==> src/rtl/core/dsc_pkg.sv <==
// Shared types and constants of the dictionary segmentation counter.
// No dependencies.
package dsc_pkg;
  localparam int MaxPatterns   = 64;
  localparam int MaxPatternLen = 8;
  localparam int SymbolBits    = 8;
  localparam int IdxW          = $clog2(MaxPatterns);
  localparam int CntW          = $clog2(MaxPatterns + 1);
  localparam int LenW          = 4;
  localparam int WayW          = 63;

  localparam logic [1:0] OpClear = 2'd0;
  localparam logic [1:0] OpAdd   = 2'd1;
  localparam logic [1:0] OpFeed  = 2'd2;
  localparam logic [1:0] OpNone  = 2'd3;

  localparam logic [WayW-1:0] CountMax = {WayW{1'b1}};

  typedef struct packed {
    logic [1:0]  opcode;
    logic [63:0] text;
    logic [3:0]  len;
    logic [7:0]  symbol;
    logic        last;
  } cmd_t;

  // Keep only the valid symbols of a pattern, each reduced to SymbolBits.
  function automatic logic [63:0] pack_valid(input logic [63:0] text,
                                             input logic [3:0] len);
    logic [63:0] r;
    r = '0;
    for (int k = 0; k < 8; k++) begin
      if (k < 32'(len)) begin
        r[8*k +: SymbolBits] = text[8*k +: SymbolBits];
      end
    end
    return r;
  endfunction
endpackage

==> src/rtl/core/dsc_in_if.sv <==
// Input channel of the dictionary segmentation counter.
// Depends on nothing.
interface dsc_in_if;
  logic        valid;
  logic        ready;
  logic [1:0]  opcode;
  logic [63:0] pattern_text;
  logic [3:0]  pattern_length;
  logic [7:0]  symbol;
  logic        last_symbol;
  modport source(output valid, opcode, pattern_text, pattern_length, symbol, last_symbol,
                 input ready);
  modport sink(input valid, opcode, pattern_text, pattern_length, symbol, last_symbol,
               output ready);
endinterface

==> src/rtl/core/dsc_front.sv <==
// Front end: accepts transactions, drops opcode 3 and bad-length adds,
// and queues the rest in a two-entry FIFO. Depends on dsc_pkg.
module dsc_front import dsc_pkg::*; (
  input  logic   clk_i,
  input  logic   rst_ni,
  dsc_in_if.sink in_i,
  output logic   cmd_valid_o,
  output cmd_t   cmd_o,
  input  logic   cmd_pop_i
);
  cmd_t       fifo_q [2];
  logic       rd_q, wr_q;
  logic [1:0] cnt_q;
  logic       push, keep;

  assign in_i.ready = (cnt_q != 2'd2);
  assign keep = (in_i.opcode == OpClear) || (in_i.opcode == OpFeed) ||
                ((in_i.opcode == OpAdd) && (in_i.pattern_length != '0) &&
                 (32'(in_i.pattern_length) <= MaxPatternLen));
  assign push = in_i.valid && in_i.ready && keep;
  assign cmd_valid_o = (cnt_q != 2'd0);
  assign cmd_o = fifo_q[rd_q];

  always_ff @(posedge clk_i) begin
    if (push) begin
      fifo_q[wr_q] <= '{in_i.opcode, in_i.pattern_text, in_i.pattern_length,
                        in_i.symbol, in_i.last_symbol};
    end
  end

  always_ff @(posedge clk_i or negedge rst_ni) begin
    if (!rst_ni) begin
      rd_q <= 1'b0; wr_q <= 1'b0; cnt_q <= '0;
    end else begin
      if (push) wr_q <= ~wr_q;
      if (cmd_pop_i) rd_q <= ~rd_q;
      cnt_q <= cnt_q + 2'(push) - 2'(cmd_pop_i);
    end
  end

  a_pop_valid: assert property (@(posedge clk_i) disable iff (!rst_ni)
    cmd_pop_i |-> cmd_valid_o) else $error("pop from empty queue");
  a_cnt_range: assert property (@(posedge clk_i) disable iff (!rst_ni)
    cnt_q != 2'd3) else $error("queue count out of range");
  a_no_push_full: assert property (@(posedge clk_i) disable iff (!rst_ni)
    (cnt_q == 2'd2) |-> !push) else $error("push into full queue");
endmodule

==> src/flat_wrapper.sv <==
// flat-port wrapper written by rule: the top's interface ports become plain ports
module dsc_front_flat import dsc_pkg::*;
  (clk_i, rst_ni, cmd_valid_o, cmd_o, cmd_pop_i, in_i_valid, in_i_opcode, in_i_pattern_text, in_i_pattern_length, in_i_symbol, in_i_last_symbol, in_i_ready);
  dsc_in_if in_i_i ();
  input  logic clk_i;
  input  logic rst_ni;
  output logic cmd_valid_o;
  output cmd_t cmd_o;
  input  logic cmd_pop_i;
  input wire logic [$bits(in_i_i.valid)-1:0] in_i_valid;
  input wire logic [$bits(in_i_i.opcode)-1:0] in_i_opcode;
  input wire logic [$bits(in_i_i.pattern_text)-1:0] in_i_pattern_text;
  input wire logic [$bits(in_i_i.pattern_length)-1:0] in_i_pattern_length;
  input wire logic [$bits(in_i_i.symbol)-1:0] in_i_symbol;
  input wire logic [$bits(in_i_i.last_symbol)-1:0] in_i_last_symbol;
  output wire logic [$bits(in_i_i.ready)-1:0] in_i_ready;
  assign in_i_i.valid = in_i_valid;
  assign in_i_i.opcode = in_i_opcode;
  assign in_i_i.pattern_text = in_i_pattern_text;
  assign in_i_i.pattern_length = in_i_pattern_length;
  assign in_i_i.symbol = in_i_symbol;
  assign in_i_i.last_symbol = in_i_last_symbol;
  assign in_i_ready = in_i_i.ready;
  dsc_front u_core (.clk_i(clk_i), .rst_ni(rst_ni), .in_i(in_i_i), .cmd_valid_o(cmd_valid_o), .cmd_o(cmd_o), .cmd_pop_i(cmd_pop_i));
endmodule
==> config.mk <==
export PLATFORM = sky130hd
export DESIGN_NAME = dsc_front_flat
export DESIGN_NICKNAME = d
export VERILOG_FILES = /design/src/rtl/core/dsc_pkg.sv /design/src/rtl/core/dsc_in_if.sv /design/src/rtl/core/dsc_front.sv /design/src/flat_wrapper.sv
export SDC_FILE = /design/constraint.sdc
export NUM_CORES = 1
export LEC_CHECK = 0
export BUFFER_PORTS_ARGS = -buffer_cell sky130_fd_sc_hd__buf_2
export CAP_MARGIN = 20
export CORE_UTILIZATION = 47
export DETAILED_ROUTE_END_ITERATION = 10
export PLACE_DENSITY_LB_ADDON = 0.25
export SYNTH_ARGS = -nofsm -noshare
export SYNTH_HDL_FRONTEND = slang
export SYNTH_SLANG_ARGS = --single-unit
==> constraint.sdc <==
create_clock -name clk_i -period 4.5 [get_ports clk_i]
set_clock_uncertainty 0.1 [all_clocks]
set_input_delay 0.225 -clock clk_i [delete_from_list [all_inputs] [get_ports clk_i]]
set_output_delay 0.225 -clock clk_i [all_outputs]
set_load 0.01 [all_outputs]
Word level (Yosys, flattened, before mapping) --
Memory sizes are Yosys's and may differ from the RTL's. Cells that the tools add are included. Widths: inputs -> output; s select.
Cells by class: add/subtract/negate cells 2, magnitude comparators 1, equal/unequal tests 3, muxes and demuxes 2, bitwise logic cells 2, reduce and logical (&&, ||, !) cells 9
Operator list (number):
- $le 4x4->1 const B | 1
- $logic_and 1x1->1 | 4
- $reduce_bool 4->1 | 1
- $add 2x1->2 | 1
- $eq 2x1->1 const B | 1
- $eq 2x2->1 const B | 1
- $logic_not 2->1 | 1
- $logic_or 1x1->1 | 2
- $mux 1 | 2
- $ne 2x2->1 const B | 1
- $not 1->1 | 2
- $reduce_bool 2->1 | 1
- $sub 2x1->2 | 1
Storage, ports and cells: register bits 4, RAM bits 158, input bits 83, output and inout bits 81, logic and storage cells 23, memories 1
Memories:
- u_core.fifo_q | words 2, bits a word 79, rd ports 1, clocked after memory_dff 0, wr ports 1, RTL line dsc_front.sv:11 | cmd_t fifo_q [2];

Depth between registers and ports, before layout --
depth in word-level cells 7, depth in mapped cells 7, gate-level depth less buffers 7

Worst setup path before layout --
OpenSTA, ideal clock, no wires.
path type input -> register, from input port in_i_pattern_length[1], to memory u_core.fifo_q[0][0] in the netlist's numbering, enable pin, library setup time 517 ps, data arrival time 4190 ps, data required time 3883 ps, slack -307 ps, stages 4, path buffers 0, cells stage by stage o31a_1 > o31ai_1 > nand3_1 > nor2_1
On the way: cells in the longest elaborated chain, start to end 7, elaborated cells on any way between the ends 8, classes of those cells order compare (1); mux (2); reduce/logical (5)
RTL lines:
- start, declared | RTL line flat_wrapper.sv:13 | input wire logic [$bits(in_i_i.pattern_length)-1:0] in_i_pattern_length;
- branches (longest 2 deep; another with $le 4x4->1)
- $logic_and 1x1->1 * | RTL line dsc_front.sv:18 | ((in_i.opcode == OpAdd) && (in_i.pattern_length != '0) &&
- $logic_or 1x1->1 * | RTL line dsc_front.sv:17 | assign keep = (in_i.opcode == OpClear) || (in_i.opcode == OpFeed) ||
- $logic_and 1x1->1 * | RTL line dsc_front.sv:20 | assign push = in_i.valid && in_i.ready && keep;
- $mux 1 * | RTL line dsc_front.sv:25 | if (push) begin
- $mux 1 (not written as such) * | RTL line dsc_front.sv:26 | fifo_q[wr_q] <= '{in_i.opcode, in_i.pattern_text, in_i.pattern_length,
- end, declared | RTL line dsc_front.sv:11
Every way passes the cells marked *.

Worst setup path after layout --
from input port in_i_pattern_length[1], to memory u_core.fifo_q[1][33] in the netlist's numbering, enable pin
Same word-level chain as after synthesis.

==> results.cfg <==
[critical_path]
crit_path_max_incr_delay_ns = 0.53
start_kind = input pin
crit_family = buffers and inverters
cp_slowest_cell = dlygate4sd3_1
crit_path_max_fanout = 42
endpoint_kind = flop
arrival_ns = 2.58
path_class = in -> reg
crit_path_cell_trace = dlygate4sd3_1, buf_2, o31a_1, o31ai_1, nand3_1, inv_1, and2_4, buf_12
crit_cells = 8
crit_buf_inv = 4
r2r_cells = 5
cp_data_required_time_ns = 4.50

[pwr]
p_leak_uw = 0.00316
power.density_nw_per_um2 = 564
ir_drop_mv = 0.372

[routing]
drc = 0
num_vias = 3348
vias_per_cell = 4.76
wirelength_mm = 11.1
drtIter0Drc = 126
drtPass1Iterations = 4
wl_per_cell_um = 15.8
ant_nets = 0

[floorplanning]
start_util_pct = 48.7
dieArea_sq_um = 13000
row_count = 40
die_h_um = 114
die_x_um = 114
core_area_sq_um = 12100
io_pins = 164

[logic_synthesis]
synth_ff_type = edfxtp_1
ys_seq_area_share_pct = 82.2
ys_seq_elements = 162
synthCells = 267
synthesis.area_sq_um = 5900
synth.distinct_cells = 17
netlist.top_cell.by_area = edfxtp_1
synth_edf_count = 158
syn_area_per_cell_sq_um = 22.1
async_flop_share_pct = 2.47
synthTopCellsByArea = edfxtp_1 (80%), mux2_2 (15%), dfrtp_1 (1.7%)
syn-num-nets = 352
netlist.area_leader.share_pct = 80.5
yosysWarnings = 0
synth_most_common_cell = edfxtp_1
yosys-top-cells-count = edfxtp_1 (158), mux2_2 (79), buf_2 (8)

[status]
outcome = finished clean

[sta]
fin_tns_setup_ns = 0
tightest_slew_ns = 0.585
hold_viol = 0
rsz0062_at_grt = no
slew_headroom_pct = 61.0
period_share_pct = 57.4
setup_violations = 0
slew_viol_final = 0
period_needed_ns = 2.58
max_freq_ghz = 0.387

[global_routing]
grt_pass1_wl_mm = 17.0
antenna_found_initial = 0
grt_use_total_pct = 17.9
grt_max_degree = 81
globalRouteOverflowTotal = 0
grt_pass1_vias = 3564

[layout]
antenna_cells = 0
area_delta_synth_final_pct = 41.8
final_area_sq_um = 8360
layout-drive-gt1-share_pct = 51.5
final_nets = 609
nFillCells = 790

[cts]
cts_sinks = 162
cts_max_path_buffers = 2
cts_tree = built
cts.clk_slew.worst_paths_ns = 0.06
cts_buffers = 17
clk_latency_ns = 0.42
h-tree-depth = 4
clockRootBuffer = clkbuf_16

[placement]
place_area_sq_um = 6910
numPortBuffers = 163
dpl.hpwl_mm = 6.05
gp_congestion = 0.703

[hold_path]
min_path_type = in -> async

[job]
max_cap_viol_count = 0
==> layer usage <==
metal / vias up / wire, um / track usage [%] / share of wire, %
li1: 1574 / - / - / -
met1: 1642 / 4490 / 20.0 / 40
met2: 117 / 5640 / 30.0 / 51
met3: 15 / 771 / 6.75 / 6.9
met4: 0 / 214 / 8.66 / 1.9
met5: - / 0 / 0 / 0
==> where the power goes <==
group	total, uW	internal, uW	switching, uW
sequential	2070	1940	131
combinational	1210	619	586
clock	1440	914	531
total	4720	3470	1250
==> cell type report <==
class	instances	area, sq um	area share (%)
clock inverters	13	168	2.01
clock buffers	18	429	5.13
inverters	3	11.3	0.135
repair buffers	247	1690	20.2
multi-input cells	93	1010	12.0
flip-flops and latches	162	4850	58.0
well taps	168	210	2.51
==> kinds of logic after synthesis <==
logic type,after synthesis,share of synthesized area [%]
simple gates,6,0.530
flops,162,82.2
fa+ha+maj,2,0.424
buf+inv,12,0.934
compound gates,2,0.276
mux,79,15.1
xor+xnor,4,0.594
==> path summary, 6_finish.rpt <==
path | from | end | slack, ns
worst max-delay path | in_i_pattern_length[1] | u_core.fifo_q[1][33] | 1.92
worst min-delay path | rst_ni | u_core.cnt_q[1] | 0.04
worst max register to register | u_core.cnt_q[1] | u_core.fifo_q[1][33] | 2.43
worst min register to register | u_core.cnt_q[1] | u_core.cnt_q[1] | 0.43
max in group asynchronous | rst_ni | u_core.rd_q | 4.13
min in group clk_i | in_i_valid | u_core.wr_q | 0.07
==> stage by stage <==
stage / worst slack [ns] / hold WS (ns) / std cells / utilization [%] / power, uW
2_1_floorplan: 1.01 / -0.171 / 267 / - / 2800
3_3_place_gp: 1.87 / -0.0653 / 590 / 57.1 / 3220
3_5_place_dp: 1.87 / -0.0655 / 590 / 57.1 / 3230
4_1_cts: 1.77 / 0.0139 / 702 / 68.7 / 4730
5_1_grt: 1.74 / 0.0309 / 704 / 69.0 / 4930
6_report: 1.92 / 0.0406 / 704 / 69.0 / 4720
==> cells in the final DEF (no fill, tap or decap) <==
master and instances:
mux2_2 79, buf_2 163, xor2_1 1, clkinv_1 3
dlygate4sd3_1 81, nor4_1 1, xnor2_1 3, clkinv_2 4
dfrtp_4 1, nand3_1 1, clkinv_4 1, ha_1 2
o31a_1 1, dfrtp_1 3, bufinv_16 4, nor2_4 1
clkbuf_16 17, edfxtp_1 158, and2_4 1, clkinvlp_4 1
clkbuf_1 1, o31ai_1 1, or2_2 1, buf_12 3
nand2_1 1, inv_1 3
==> sequential cells by signal, indices dropped and copies added, names as in the netlist <==
signal / count
u_core.fifo_q: 158
u_core.cnt_q: 2
u_core.wr_q: 1
u_core.rd_q: 1
==> timing repair <==
| action | in CTS | in global routing |
|---|---|---|
| setup buffers | 0 | 0 |
| gates resized for setup | 0 | 0 |
| endpoints found under the hold margin | 163 | 0 |
| hold buffers | 81 | 0 |
Power figures use the tool's default switching activity.
